**config.mk**
```make
export PLATFORM = sky130hd
export DESIGN_NAME = node_tuple_hash_flat
export DESIGN_NICKNAME = d
export VERILOG_FILES = /design/src/rtl/nth_pkg.sv /design/src/rtl/nth_if.sv /design/src/rtl/nth_front.sv /design/src/rtl/nth_queue.sv /design/src/rtl/nth_back.sv /design/src/rtl/node_tuple_hash.sv /design/src/flat_wrapper.sv
export SDC_FILE = /design/constraint.sdc
export NUM_CORES = 2
export LEC_CHECK = 0
export BUFFER_PORTS_ARGS = -buffer_cell sky130_fd_sc_hd__buf_4
export CAP_MARGIN = 25
export CORE_ASPECT_RATIO = 1.4
export CORE_MARGIN = 2
export CORE_UTILIZATION = 45
export CTS_BUF_LIST = sky130_fd_sc_hd__clkbuf_4 sky130_fd_sc_hd__clkbuf_8
export DETAILED_ROUTE_END_ITERATION = 10
export SLEW_MARGIN = 30
export SYNTH_ARGS = -nofsm -noshare
export SYNTH_HDL_FRONTEND = slang
export SYNTH_SLANG_ARGS = --single-unit
```
**constraint.sdc**
```tcl
create_clock -name clk -period 10.16 [get_ports clk]
set_clock_uncertainty 0.15 [all_clocks]
set_input_delay 2.032 -clock clk [delete_from_list [all_inputs] [get_ports clk]]
set_output_delay 2.032 -clock clk [all_outputs]
set_load 0.02 [all_outputs]
```
**src/rtl/nth_pkg.sv**
```systemverilog
`default_nettype none
// ----------------------------------------------------------------------------
// nth_pkg
// Shared widths, codes and hash constants for the node tuple hash block.
// ----------------------------------------------------------------------------
package nth_pkg;

  localparam int SIZE_BITS_DEF   = 24;
  localparam int QUEUE_DEPTH_DEF = 2;
  localparam int HASH_W          = 32;
  localparam int NODE_SIZE_W     = 24;
  localparam int MUL_K_W         = 17;

  typedef logic [HASH_W-1:0] hash_t;

  typedef enum logic {
    REQ_START = 1'b0,
    REQ_ELEM  = 1'b1
  } req_kind_t;

  localparam logic [MUL_K_W-1:0] K_CONN     = 17'd73453;
  localparam logic [MUL_K_W-1:0] K_SEED_SZ  = 17'd13477;
  localparam logic [MUL_K_W-1:0] K_ZSEED    = 17'd367;
  localparam logic [MUL_K_W-1:0] K_ODD_SEED = 17'd379;
  localparam logic [MUL_K_W-1:0] K_TR_EVEN  = 17'd5347;
  localparam logic [MUL_K_W-1:0] K_ACC_EVEN = 17'd5659;
  localparam logic [MUL_K_W-1:0] K_CUR_EVEN = 17'd373;
  localparam logic [MUL_K_W-1:0] K_TR_ODD   = 17'd5667;
  localparam logic [MUL_K_W-1:0] K_ACC_ODD  = 17'd5651;
  localparam logic [MUL_K_W-1:0] K_CUR_ODD  = 17'd277;
  localparam logic [MUL_K_W-1:0] K_IX_EVEN  = 17'd11;
  localparam logic [MUL_K_W-1:0] K_IX_ODD   = 17'd13;
  localparam logic [MUL_K_W-1:0] K_FIN_EVEN = 17'd11;
  localparam logic [MUL_K_W-1:0] K_FIN_ODD  = 17'd5;

  localparam hash_t MASK_ZSEED   = 32'h000f_ffff;
  localparam hash_t MASK_FIN     = 32'h00ff_ffff;
  localparam hash_t ADD_SEED     = 32'd9;
  localparam hash_t ADD_ZSEED    = 32'd140;
  localparam hash_t ADD_ODD_SEED = 32'd101;
  localparam hash_t ADD_TR_EVEN  = 32'd10;
  localparam hash_t ADD_TR_ODD   = 32'd13;
  localparam hash_t ADD_FIN      = 32'd1000;

endpackage
`default_nettype wire

```
**src/rtl/nth_if.sv**
```systemverilog
`default_nettype none
// ----------------------------------------------------------------------------
// nth_if
// Valid/ready channels for the request and response sides of the block.
// ----------------------------------------------------------------------------
interface nth_req_if;
  logic                           valid;
  logic                           ready;
  logic                           req_type;
  logic [nth_pkg::HASH_W-1:0]     conn_hash;
  logic [nth_pkg::NODE_SIZE_W-1:0] node_size;
  logic [nth_pkg::HASH_W-1:0]     elem_hash;
  logic                           elem_transient;

  modport source (
    output valid, req_type, conn_hash, node_size, elem_hash, elem_transient,
    input  ready
  );
  modport sink (
    input  valid, req_type, conn_hash, node_size, elem_hash, elem_transient,
    output ready
  );
endinterface

interface nth_rsp_if;
  logic                       valid;
  logic                       ready;
  logic [nth_pkg::HASH_W-1:0] node_hash;

  modport source (output valid, node_hash, input ready);
  modport sink (input valid, node_hash, output ready);
endinterface
`default_nettype wire

```
**src/rtl/nth_front.sv**
```systemverilog
`default_nettype none
// ----------------------------------------------------------------------------
// nth_front
// Accepts request transactions, tracks the open node and element position,
// drops elements that arrive with no node open and queues the rest.
// ----------------------------------------------------------------------------
module nth_front #(
  parameter int SIZE_BITS = nth_pkg::SIZE_BITS_DEF,
  parameter int ENTRY_W   = 3 + nth_pkg::HASH_W + SIZE_BITS
) (
  input  logic               clk,
  input  logic               rst,
  nth_req_if.sink            req,
  output logic               push,
  output logic [ENTRY_W-1:0] entry,
  input  logic               full
);
  import nth_pkg::*;

  typedef struct packed {
    req_kind_t             kind;
    logic                  last;
    logic                  transient;
    hash_t                 word;
    logic [SIZE_BITS-1:0]  cnt;
  } entry_t;

  logic                 open;
  logic [SIZE_BITS-1:0] pos;
  logic [SIZE_BITS-1:0] expected;

  logic                 accept;
  logic                 is_start;
  logic [SIZE_BITS-1:0] size_in;
  logic [SIZE_BITS-1:0] pos_inc;
  entry_t               ent;

  assign req.ready = !full;
  assign accept    = req.valid && req.ready;
  assign is_start  = req_kind_t'(req.req_type) == REQ_START;
  assign size_in   = SIZE_BITS'(req.node_size);
  assign pos_inc   = pos + SIZE_BITS'(1);
  assign push      = accept && (is_start || open);
  assign entry     = ent;

  always_comb begin
    if (is_start) begin
      ent.kind      = REQ_START;
      ent.last      = size_in == '0;
      ent.transient = 1'b0;
      ent.word      = req.conn_hash;
      ent.cnt       = size_in;
    end else begin
      ent.kind      = REQ_ELEM;
      ent.last      = pos_inc == expected;
      ent.transient = req.elem_transient;
      ent.word      = req.elem_hash;
      ent.cnt       = pos;
    end
  end

  always_ff @(posedge clk) begin
    if (rst) begin
      open     <= 1'b0;
      pos      <= '0;
      expected <= '0;
    end else if (accept) begin
      if (is_start) begin
        expected <= size_in;
        pos      <= '0;
        open     <= size_in != '0;
      end else if (open) begin
        pos  <= pos_inc;
        open <= pos_inc != expected;
      end
    end
  end

endmodule
`default_nettype wire

```
**src/rtl/nth_queue.sv**
```systemverilog
`default_nettype none
// ----------------------------------------------------------------------------
// nth_queue
// Small first-in first-out queue between the front and back parts.
// ----------------------------------------------------------------------------
module nth_queue #(
  parameter int WIDTH = 8,
  parameter int DEPTH = nth_pkg::QUEUE_DEPTH_DEF
) (
  input  logic             clk,
  input  logic             rst,
  input  logic             push,
  input  logic [WIDTH-1:0] wr_data,
  output logic             full,
  input  logic             pop,
  output logic [WIDTH-1:0] rd_data,
  output logic             empty
);
  localparam int PTR_W = (DEPTH > 1) ? $clog2(DEPTH) : 1;
  localparam int CNT_W = $clog2(DEPTH + 1);

  logic [WIDTH-1:0] mem [DEPTH];
  logic [PTR_W-1:0] wr_ptr;
  logic [PTR_W-1:0] rd_ptr;
  logic [CNT_W-1:0] count;
  logic             do_push;
  logic             do_pop;

  assign full    = count == CNT_W'(DEPTH);
  assign empty   = count == '0;
  assign do_push = push && !full;
  assign do_pop  = pop && !empty;
  assign rd_data = mem[rd_ptr];

  always_ff @(posedge clk) begin
    if (do_push) begin
      mem[wr_ptr] <= wr_data;
    end
  end

  always_ff @(posedge clk) begin
    if (rst) begin
      wr_ptr <= '0;
      rd_ptr <= '0;
      count  <= '0;
    end else begin
      if (do_push) begin
        wr_ptr <= (wr_ptr == PTR_W'(DEPTH - 1)) ? '0 : wr_ptr + PTR_W'(1);
      end
      if (do_pop) begin
        rd_ptr <= (rd_ptr == PTR_W'(DEPTH - 1)) ? '0 : rd_ptr + PTR_W'(1);
      end
      if (do_push && !do_pop) begin
        count <= count + CNT_W'(1);
      end else if (do_pop && !do_push) begin
        count <= count - CNT_W'(1);
      end
    end
  end

endmodule
`default_nettype wire

```
**src/rtl/nth_back.sv**
```systemverilog
`default_nettype none
// ----------------------------------------------------------------------------
// nth_back
// Sequencer that seeds and folds the accumulators through one shared
// constant multiplier and presents the final node hash in an output register.
// ----------------------------------------------------------------------------
module nth_back #(
  parameter int SIZE_BITS = nth_pkg::SIZE_BITS_DEF,
  parameter int ENTRY_W   = 3 + nth_pkg::HASH_W + SIZE_BITS
) (
  input  logic               clk,
  input  logic               rst,
  input  logic [ENTRY_W-1:0] q_data,
  input  logic               q_empty,
  output logic               q_pop,
  nth_rsp_if.source          rsp
);
  import nth_pkg::*;

  typedef struct packed {
    req_kind_t             kind;
    logic                  last;
    logic                  transient;
    hash_t                 word;
    logic [SIZE_BITS-1:0]  cnt;
  } entry_t;

  typedef enum logic [3:0] {
    IDLE, ST_A, ST_B, ST_C, ST_D,
    EL_A, EL_B, EL_C, EL_D, EL_E, EL_F,
    FIN_A, FIN_B, FIN_C, EMIT
  } state_t;

  state_t state;
  entry_t cur;
  hash_t  acc_even;
  hash_t  acc_odd;
  hash_t  t0;
  hash_t  t1;
  hash_t  t2;
  hash_t  res;
  hash_t  out_data;
  logic   out_valid;

  entry_t                     q_ent;
  logic                       odd;
  hash_t                      ix;
  hash_t                      mul_a;
  logic [MUL_K_W-1:0]         mul_k;
  logic [HASH_W+MUL_K_W-1:0]  prod_full;
  hash_t                      prod;
  hash_t                      seed_mix;
  hash_t                      seed;
  hash_t                      fin_mix;
  hash_t                      fin;
  hash_t                      bump;

  assign q_ent         = q_data;
  assign q_pop         = (state == IDLE) && !q_empty;
  assign odd           = cur.cnt[0];
  assign ix            = HASH_W'(cur.cnt);
  assign prod_full     = mul_a * mul_k;
  assign prod          = prod_full[HASH_W-1:0];
  assign seed_mix      = t0 ^ (t1 + ADD_SEED);
  assign seed          = (seed_mix == '0) ? (t2 & MASK_ZSEED) + ADD_ZSEED : seed_mix;
  assign fin_mix       = acc_even ^ acc_odd;
  assign fin           = (fin_mix == '0) ? t0 + t1 + ADD_FIN : fin_mix;
  assign bump          = cur.transient ? t0 + (odd ? ADD_TR_ODD : ADD_TR_EVEN) : '0;
  assign rsp.valid     = out_valid;
  assign rsp.node_hash = out_data;

  always_comb begin
    case (state)
      ST_A: begin
        mul_a = cur.word;
        mul_k = K_CONN;
      end
      ST_B: begin
        mul_a = ix;
        mul_k = K_SEED_SZ;
      end
      ST_C: begin
        mul_a = ix;
        mul_k = K_ZSEED;
      end
      ST_D: begin
        mul_a = ix;
        mul_k = K_ODD_SEED;
      end
      EL_A: begin
        mul_a = ix;
        mul_k = odd ? K_TR_ODD : K_TR_EVEN;
      end
      EL_C: begin
        mul_a = t1;
        mul_k = odd ? K_CUR_ODD : K_CUR_EVEN;
      end
      EL_D: begin
        mul_a = odd ? acc_odd : acc_even;
        mul_k = odd ? K_ACC_ODD : K_ACC_EVEN;
      end
      EL_E: begin
        mul_a = ix;
        mul_k = odd ? K_IX_ODD : K_IX_EVEN;
      end
      FIN_A: begin
        mul_a = acc_even & MASK_FIN;
        mul_k = K_FIN_EVEN;
      end
      FIN_B: begin
        mul_a = acc_odd & MASK_FIN;
        mul_k = K_FIN_ODD;
      end
      default: begin
        mul_a = '0;
        mul_k = '0;
      end
    endcase
  end

  always_ff @(posedge clk) begin
    if (rst) begin
      state     <= IDLE;
      out_valid <= 1'b0;
      acc_even  <= '0;
      acc_odd   <= '0;
    end else begin
      if (out_valid && rsp.ready && state != EMIT) begin
        out_valid <= 1'b0;
      end
      case (state)
        IDLE: begin
          if (!q_empty) begin
            cur   <= q_ent;
            state <= (q_ent.kind == REQ_START) ? ST_A : EL_A;
          end
        end
        ST_A: begin
          t0    <= prod;
          state <= ST_B;
        end
        ST_B: begin
          t1    <= prod;
          state <= ST_C;
        end
        ST_C: begin
          t2    <= prod;
          state <= ST_D;
        end
        ST_D: begin
          acc_odd  <= prod + ADD_ODD_SEED;
          acc_even <= seed;
          res      <= seed;
          state    <= cur.last ? EMIT : IDLE;
        end
        EL_A: begin
          t0    <= prod;
          state <= EL_B;
        end
        EL_B: begin
          t1    <= cur.word + bump;
          state <= EL_C;
        end
        EL_C: begin
          t1    <= prod;
          state <= EL_D;
        end
        EL_D: begin
          t0    <= prod;
          state <= EL_E;
        end
        EL_E: begin
          t2    <= prod;
          state <= EL_F;
        end
        EL_F: begin
          if (odd) begin
            acc_odd <= t0 ^ (t1 + t2);
          end else begin
            acc_even <= (t0 + t2) ^ t1;
          end
          state <= cur.last ? FIN_A : IDLE;
        end
        FIN_A: begin
          t0    <= prod;
          state <= FIN_B;
        end
        FIN_B: begin
          t1    <= prod;
          state <= FIN_C;
        end
        FIN_C: begin
          res   <= fin;
          state <= EMIT;
        end
        EMIT: begin
          if (!out_valid || rsp.ready) begin
            out_valid <= 1'b1;
            out_data  <= res;
            state     <= IDLE;
          end
        end
        default: begin
          state <= IDLE;
        end
      endcase
    end
  end

  a_hash_nonzero: assert property (@(posedge clk) disable iff (rst)
    rsp.valid |-> rsp.node_hash != '0)
    else $error("node hash presented as zero");

  a_pop_starts_work: assert property (@(posedge clk) disable iff (rst)
    q_pop |=> state != IDLE)
    else $error("queue entry popped but sequencer stayed idle");

  a_even_only_on_update: assert property (@(posedge clk) disable iff (rst)
    !(state == ST_D || state == EL_F) |=> $stable(acc_even))
    else $error("even accumulator changed outside a seed or fold step");

  a_result_from_emit: assert property (@(posedge clk) disable iff (rst)
    $rose(out_valid) |-> $past(state) == EMIT)
    else $error("result register loaded outside the emit step");

endmodule
`default_nettype wire

```
**src/rtl/node_tuple_hash.sv**
```systemverilog
`default_nettype none
// ----------------------------------------------------------------------------
// node_tuple_hash
// Tuple hash over a connective hash and a stream of element hashes.
// ----------------------------------------------------------------------------
// A queued transaction occupies the back sequencer for steps ST_A to ST_D
// (start that opens a node), ST_A to ST_D and EMIT (start of an empty node,
// including the result), EL_A to EL_F (element) or EL_A to EL_F, FIN_A to
// FIN_C and EMIT (last element, including the result). The steps take their
// products in turn from the shared 32x17 constant multiplier, one product per
// cycle. EMIT loads the result into the output register once it is free or
// being read. Synchronous reset clears the node state, queue and output valid.
// ----------------------------------------------------------------------------
module node_tuple_hash #(
  parameter int SIZE_BITS   = nth_pkg::SIZE_BITS_DEF,
  parameter int QUEUE_DEPTH = nth_pkg::QUEUE_DEPTH_DEF
) (
  input  logic      clk,
  input  logic      rst,
  nth_req_if.sink   req,
  nth_rsp_if.source rsp
);
  import nth_pkg::*;

  localparam int ENTRY_W = 3 + HASH_W + SIZE_BITS;

  logic               push;
  logic [ENTRY_W-1:0] wr_entry;
  logic               full;
  logic               pop;
  logic [ENTRY_W-1:0] rd_entry;
  logic               empty;

  nth_front #(
    .SIZE_BITS (SIZE_BITS),
    .ENTRY_W   (ENTRY_W)
  ) u_front (
    .clk   (clk),
    .rst   (rst),
    .req   (req),
    .push  (push),
    .entry (wr_entry),
    .full  (full)
  );

  nth_queue #(
    .WIDTH (ENTRY_W),
    .DEPTH (QUEUE_DEPTH)
  ) u_queue (
    .clk     (clk),
    .rst     (rst),
    .push    (push),
    .wr_data (wr_entry),
    .full    (full),
    .pop     (pop),
    .rd_data (rd_entry),
    .empty   (empty)
  );

  nth_back #(
    .SIZE_BITS (SIZE_BITS),
    .ENTRY_W   (ENTRY_W)
  ) u_back (
    .clk     (clk),
    .rst     (rst),
    .q_data  (rd_entry),
    .q_empty (empty),
    .q_pop   (pop),
    .rsp     (rsp)
  );

endmodule
`default_nettype wire

```
**src/flat_wrapper.sv**
```systemverilog
// flat-port wrapper written by rule: the top's interface ports become plain ports
module node_tuple_hash_flat import nth_pkg::*;
#(
  parameter int SIZE_BITS   = nth_pkg::SIZE_BITS_DEF,
  parameter int QUEUE_DEPTH = nth_pkg::QUEUE_DEPTH_DEF
)
  (clk, rst, req_valid, req_req_type, req_conn_hash, req_node_size, req_elem_hash, req_elem_transient, req_ready, rsp_valid, rsp_node_hash, rsp_ready);
  nth_req_if req_i ();
  nth_rsp_if rsp_i ();
  input  logic clk;
  input  logic rst;
  input wire logic [$bits(req_i.valid)-1:0] req_valid;
  input wire logic [$bits(req_i.req_type)-1:0] req_req_type;
  input wire logic [$bits(req_i.conn_hash)-1:0] req_conn_hash;
  input wire logic [$bits(req_i.node_size)-1:0] req_node_size;
  input wire logic [$bits(req_i.elem_hash)-1:0] req_elem_hash;
  input wire logic [$bits(req_i.elem_transient)-1:0] req_elem_transient;
  output wire logic [$bits(req_i.ready)-1:0] req_ready;
  output wire logic [$bits(rsp_i.valid)-1:0] rsp_valid;
  output wire logic [$bits(rsp_i.node_hash)-1:0] rsp_node_hash;
  input wire logic [$bits(rsp_i.ready)-1:0] rsp_ready;
  assign req_i.valid = req_valid;
  assign req_i.req_type = req_req_type;
  assign req_i.conn_hash = req_conn_hash;
  assign req_i.node_size = req_node_size;
  assign req_i.elem_hash = req_elem_hash;
  assign req_i.elem_transient = req_elem_transient;
  assign req_ready = req_i.ready;
  assign rsp_valid = rsp_i.valid;
  assign rsp_node_hash = rsp_i.node_hash;
  assign rsp_i.ready = rsp_ready;
  node_tuple_hash #(.SIZE_BITS(SIZE_BITS), .QUEUE_DEPTH(QUEUE_DEPTH)) u_core (.clk(clk), .rst(rst), .req(req_i), .rsp(rsp_i));
endmodule
```
Yosys cells after proc, flatten, opt, wreduce, memory -nomap -nowiden:

Memories as Yosys holds them, arrays and structs flattened. A register that Yosys moved wholly into a read port is not among the register bits.
Index checks and enable logic that the tools add are counted.

* flip-flop bits (word level): 340
* latch bits: 0
* bits in writable memories: 118
* memory bits (read-only): 0
* input port bits: 94
* output and inout bits: 34
* logic and storage cells: 145
* memories kept: 1

Memories
* u_core.u_queue.mem: words 2, width 59, read ports 1, clocked after Yosys merged registers in 1, write ports 1, RTL line nth_queue.sv:22 `logic [WIDTH-1:0] mem [DEPTH];`

* add/subtract/negate cells: 14
* $mul: 1
* div/mod/pow operators: 0
* order comparisons: 0
* equal/unequal tests: 23
* shift operators: 0
* muxes and demuxes: 39
* bitwise logic cells: 7
* reduce and logical (&&, ||, !) cells: 41

Operators by type and width (count)
* case mux 32 bit (2 select lines): 4
* two-way mux 32 bit: 6
* case mux 32 bit (6 select lines): 1
* case mux 17 bit (10 select lines): 1
* adder 32 bit: 4
* bitwise XOR 32 bit: 4
* logical NOT 32 bit: 2
* case mux 4 bit (15 select lines): 1
* two-way mux 59 bit: 1
* two-way mux 24 bit: 2
* adder 32 x 10 -> 32 bit, second input constant: 1
* adder 32 x 4 -> 32 bit: 1
* adder 32 x 4 -> 32 bit, second input constant: 1
* adder 32 x 7 -> 32 bit, second input constant: 1
* multiplier 32 x 17 -> 32 bit: 1
* equality test 4 bit, second input constant: 7
* adder 24 x 1 -> 24 bit, second input constant: 1
* equality test 24 bit: 1
* logical NOT 24 bit: 1
* != test 24 bit: 1
* nonzero test 24 bit: 1
* adder 20 x 8 -> 21 bit, second input constant: 1
* two-way mux 4 bit: 5
* AND reduction 2 bit: 9
* 27 further kinds: 67

Longest topological paths before layout:

* depth in word-level cells: 9
* gate-level depth with buffers: 36
* depth with buffers taken out: 31

By module:

Synthesis repeated with hierarchy kept, for this count alone.

* cells, all modules: 4285
* area, all modules: 40555.1 um^2

Modules (own cells, without submodules)
* nth_back: instances 1, cells an instance 3595, area an instance 32414.8 um^2, sequential area each 7927.6 um^2
* nth_queue: instances 1, cells an instance 209, area an instance 4479.3 um^2, sequential area each 3643.5 um^2
* nth_front: instances 1, cells an instance 481, area an instance 3661.0 um^2, sequential area each 980.9 um^2

Worst setup path after synthesis:

Ideal clock, no wire load.

* path type: register to register
* start point: register u_core.u_back.cur[0] in the netlist's numbering
* end point: register u_core.u_back.acc_odd[27]
* data arrival time: 8.246 ns
* path slack: 1.697 ns
* cell stages (with the launch flop): 32
* clock period less this slack: 8.463 ns
* cell sequence: edfxtp_1 > nor2_1 > nor3b_2 > buf_2 > buf_1 > a221o_1 > a221o_1 > inv_1 > nor2_1 > fa_1 > inv_1 > fa_1 > fa_1 > fa_1 > inv_1 > fa_1 > inv_1 > fa_1 > inv_1 > ha_1 > buf_2 > a41o_1 > a221o_1 > a21oi_2 > o21ai_1 > xor2_1 > and2_1 > nand4_4 > or3_1 > or3_1 > a311o_1 > a21oi_2

* word-level cells in the longest chain between the ends: 5

RTL lines
* start: declaration: RTL line nth_back.sv:35 `entry_t cur;`
* start signal: assignment: RTL line nth_back.sv:134 `cur <= q_ent;`
* two-way mux 3 bit, or another cell as far along: RTL line nth_back.sv:104 `mul_k = odd ? K_IX_ODD : K_IX_EVEN;`
* case mux 17 bit (10 select lines) or case mux 32 bit (6 select lines) (tied branches): RTL line nth_back.sv:73 `case (state)`
* multiplier 32 x 17 -> 32 bit *: RTL line nth_back.sv:62 `assign prod_full = mul_a * mul_k;`
* named net u_core.u_back.prod_full[20]: RTL line nth_back.sv:50 `logic [HASH_W+MUL_K_W-1:0] prod_full;`
* adder 32 x 7 -> 32 bit *: RTL line nth_back.sv:151 `acc_odd <= prod + ADD_ODD_SEED;`
* case mux 32 bit (2 select lines) *: RTL line nth_back.sv:131 `case (state)`
* end signal: assignment: RTL line nth_back.sv:151
* end signal: assignment: RTL line nth_back.sv:178 `acc_odd <= t0 ^ (t1 + t2);`
* end: declaration: RTL line nth_back.sv:37 `hash_t acc_odd;`

Mark *: on every way through the listed nets, which the timed path passes. The rest lies on a longest branch.
A chain may end at the register's enable or synchronous reset.

Worst setup path after layout:

* start point: register u_core.u_back.state[3]
* end point: register u_core.u_back.acc_odd[30]

* word-level cells in the longest chain between the ends: 6

RTL lines
* start: declaration: RTL line nth_back.sv:34 `state_t state;`
* start signal: assignment: RTL line nth_back.sv:135 `state <= (q_ent.kind == REQ_START) ? ST_A : EL_A;`
* start signal: assignment: RTL line nth_back.sv:154 `state <= cur.last ? EMIT : IDLE;`
* start signal: assignment: RTL line nth_back.sv:182 `state <= cur.last ? FIN_A : IDLE;`
* equality test 4 bit, or another cell as far along: RTL line nth_back.sv:73
* OR reduction 5 bit (no line)
* case mux 32 bit (6 select lines): RTL line nth_back.sv:73
* multiplier 32 x 17 -> 32 bit *: RTL line nth_back.sv:62
* named net u_core.u_back.prod_full[27]: RTL line nth_back.sv:50
* adder 32 x 7 -> 32 bit *: RTL line nth_back.sv:151
* case mux 32 bit (2 select lines) *: RTL line nth_back.sv:131

Marked as above.

==> impl_metrics.yaml <==
critical_path:
  crit_path_start_kind: "flip-flop"
  slowest_stage: "dfxtp_1"
  cpMostUsedCell: "fa_1"
  max_stage_delay_ns: 0.65
  critPathKind: "reg -> reg"
  critPathMaxFanout: 30
  critPathBufInv: 8
  regToRegSetupSlack_ns: 0.52
  worstPathRequired_ns: 10.64
  cp-end-kind: "flip-flop"
  crit_arrival_ns: 10.12
  crit_family: "adder cells"
timing:
  worstMarginPinSlew_ns: 1.07
  maxClockFrequency_mhz: 104
  finalWorstSetupSlack_ns: 0.521
  finalCritPeriodShare_pct: 94.9
  tns_ns: 0
  finalMaxSlewViolations: 0
  relSlewSlack_pct: 28.1
  setup_viol: 0
  rsz0062_at_grt: "false"
  fin_hold_ws_ns: 0.262
  period_needed_ns: 9.64
  finalHoldViolCount: 0
yosys:
  synth.net_count: 4920
  yosys_warnings: 0
  synth-edff-count: 336
  yosys.area.top_type: "edfxtp_1"
  synthDistinctLibCells: 106
  ys_seq_elements: 459
  syn_area_um2: 40600
  avgSynthCellArea_um2: 9.46
  yosysSeqAreaShare_pct: 30.9
  synth-async-reset-ratio_pct: 0
  synthCells: 4291
  yosysTopAreaCellShare_pct: 24.8
  ys_top_cells_by_area: "edfxtp_1 (25%), fa_1 (14%), ha_1 (7.5%)"
  synth-main-ff-cell: "edfxtp_1"
clocking:
  clock_sinks: 459
  clkLatencyLatePin_ns: 0.75
  cts_tree: "yes"
  cts.path.max_buffers: 3
  clkTransAtPathRegs_ns: 0.07
  cts_hold_buf: 0
  htree_levels: 3
  clockRootBuffer: "clkbuf_8"
  numCtsBuffers: 77
worst_hold_path:
  hold_class: "reg -> reg"
floorplanning:
  die_width_um: 258
  start_util_pct: 45.3
  pin_count: 128
  coreArea_um2: 89600
  rows: 130
  die_y_um: 359
  die_area_um2: 92700
grt:
  grt_pass1_vias: 33000
  track_usage_pct: 28.9
  antenna_found_initial: 3
  gr-total-overflow: 0
  grt_pass1_wl_um: 202000
  grt_max_degree: 66
detailed_routing:
  via_per_inst: 5.67
  drtPass1Iterations: 7
  wl_um: 134000
  drt_iter0_markers: 2404
  ant_nets: 0
  drc_errors: 0
  vias: 32200
  avgRoutedWirePerCell_um: 23.6
final_layout:
  nFillCells: 8490
  syn_to_final_growth_pct: 10.6
  multi_input_area_um2: 25600
  drive_gt1_share_pct: 12.8
  seq_area_um2: 12600
  stdcell_count: 5672
  finalNetCount: 5042
placement:
  gp_congestion: 1.03
  dpl.hpwl_um: 109000
  post-place-ws_ns: 0.715
  port_buffers: 127
  numPlacedInstances: 5522
run:
  max_cap_viol_count: 0
run_status:
  status: "complete, no violations"
-- layout make-up --
class | count | share of cell area (%)
diodes | 6 | 0.0334
clock buffers | 107 | 2.92
clock inverters | 37 | 0.853
inverters | 492 | 4.11
multi-input cells | 3157 | 57.0
flip-flops and latches | 459 | 28.0
well taps | 1188 | 3.31
repair buffers | 226 | 3.82
-- placed cells by master, fill, tap and decap left out, types with 17 or more instances in the layout --
cell / netlist / routed
buf_4: 4 / 225
nand3_1: 86 / 86
and3_1: 45 / 45
nand2b_1: 29 / 29
or3_1: 36 / 36
a221o_1: 35 / 35
clkbuf_8: 0 / 81
o21ai_1: 18 / 17
nor4_1: 26 / 23
a21oi_1: 268 / 264
fa_1: 292 / 292
clkbuf_4: 0 / 26
xnor2_1: 263 / 263
a22oi_1: 23 / 23
and2_1: 63 / 62
nand2_1: 424 / 423
nor2_1: 326 / 321
ha_1: 243 / 243
inv_1: 482 / 482
xor2_1: 142 / 142
a21o_1: 71 / 71
dfxtp_1: 123 / 122
o211ai_1: 39 / 39
nor3_1: 50 / 49
mux2_2: 122 / 122
a211oi_1: 36 / 36
o21a_1: 17 / 17
a31oi_1: 33 / 33
edfxtp_1: 336 / 336
o21ai_0: 149 / 149
nand4_1: 29 / 29
o21bai_1: 24 / 24
nor2b_1: 34 / 34
-- worst register-to-register path, delay by kind of cell (launching register included) --
family / cells / cell delay, ns
compound gates: 3 / 0.97
xor+xnor: 2 / 0.63
fa+ha+maj: 7 / 3.29
buf+inv: 8 / 1.28
flops: 1 / 0.65
simple gates: 10 / 2.59
-- Yosys cell counts, drive strengths merged, types with 29 or more instances --
master	n
xor2	143
fa	292
dfxtp	123
nor4	30
o21ai	168
buf	37
edfxtp	336
inv	486
a21oi	271
nor3	55
a221o	36
nor2	327
nor2b	35
and3	45
a211oi	40
nand2b	29
or3	36
xnor2	268
clkbuf	146
nand2	424
mux2	122
nand3	87
o211ai	41
nand4	32
and2	65
a31oi	33
ha	243
a21o	71
-- state kept, by name (all words and copies together), names as in the netlist, named ones only --
register,flops
u_core.u_queue.rd_ptr,1
u_core.u_back.acc_even,32
u_core.u_queue.count,2
u_core.u_back.acc_odd,32
u_core.u_front.pos,24
u_core.u_back.rsp.node_hash,32
u_core.u_back.res,32
u_core.u_queue.wr_ptr,1
u_core.u_queue.mem,118
u_core.u_back.t0,32
u_core.u_back.rsp.valid,1
u_core.u_front.open,1
u_core.u_back.state,4
u_core.u_back.cur,58
u_core.u_back.t2,32
u_core.u_back.t1,32
u_core.u_front.expected,24
-- repair_timing --
item | 4_1_cts | 5_1_grt
setup endpoints to repair | 0 | 1
buffers inserted | 0 | 0
resized for setup | 0 | 1
endpoints found under the hold margin | 0 | 0
-- path summary, 6_finish.rpt --
kind                                              from                         endpoint  cells after the start
worst max register to register  u_core.u_back.state[3]        u_core.u_back.acc_odd[30]                     30
worst max-delay path            u_core.u_back.state[3]        u_core.u_back.acc_odd[30]                     30
worst min-delay path             u_core.u_back.res[14]  u_core.u_back.rsp.node_hash[14]                      0
worst min register to register   u_core.u_back.res[14]  u_core.u_back.rsp.node_hash[14]                      0
-- logic make-up after synthesis --
| kind of cell | Yosys count | share of synthesized area, % |
|---|---|---|
| muxes | 132 | 3.63 |
| AOI/OAI and AO/OA | 852 | 13.7 |
| adders and majority gates | 535 | 21.9 |
| and+or+nand+nor | 1225 | 14.4 |
| buffers and inverters | 675 | 6.37 |
| xor gates and xnor gates | 413 | 9.09 |
| DFF | 459 | 30.9 |
-- metrics by stage --
step / utilization (%) / area, um2
3_3_place_gp: 48.2 / 43200
5_1_grt: 50.1 / 44900
6_report: 50.1 / 44900
3_5_place_dp: 48.2 / 43200
4_1_cts: 50.1 / 44900
2_1_floorplan: - / 40600
-- metal layers --
metal / track usage, % / share of wire, % / routed length, um / up-vias
li1: - / - / - / 15000
met1: 33.1 / 38 / 50400 / 15800
met2: 51.2 / 50 / 67300 / 1044
met3: 3.97 / 5.5 / 7410 / 329
met4: 17.0 / 6.7 / 8970 / 0
met5: 0 / 0 / 0 / -
Power is not shown: default switching activity piles up to over one toggle a cycle in this logic, so the estimate is an artifact.
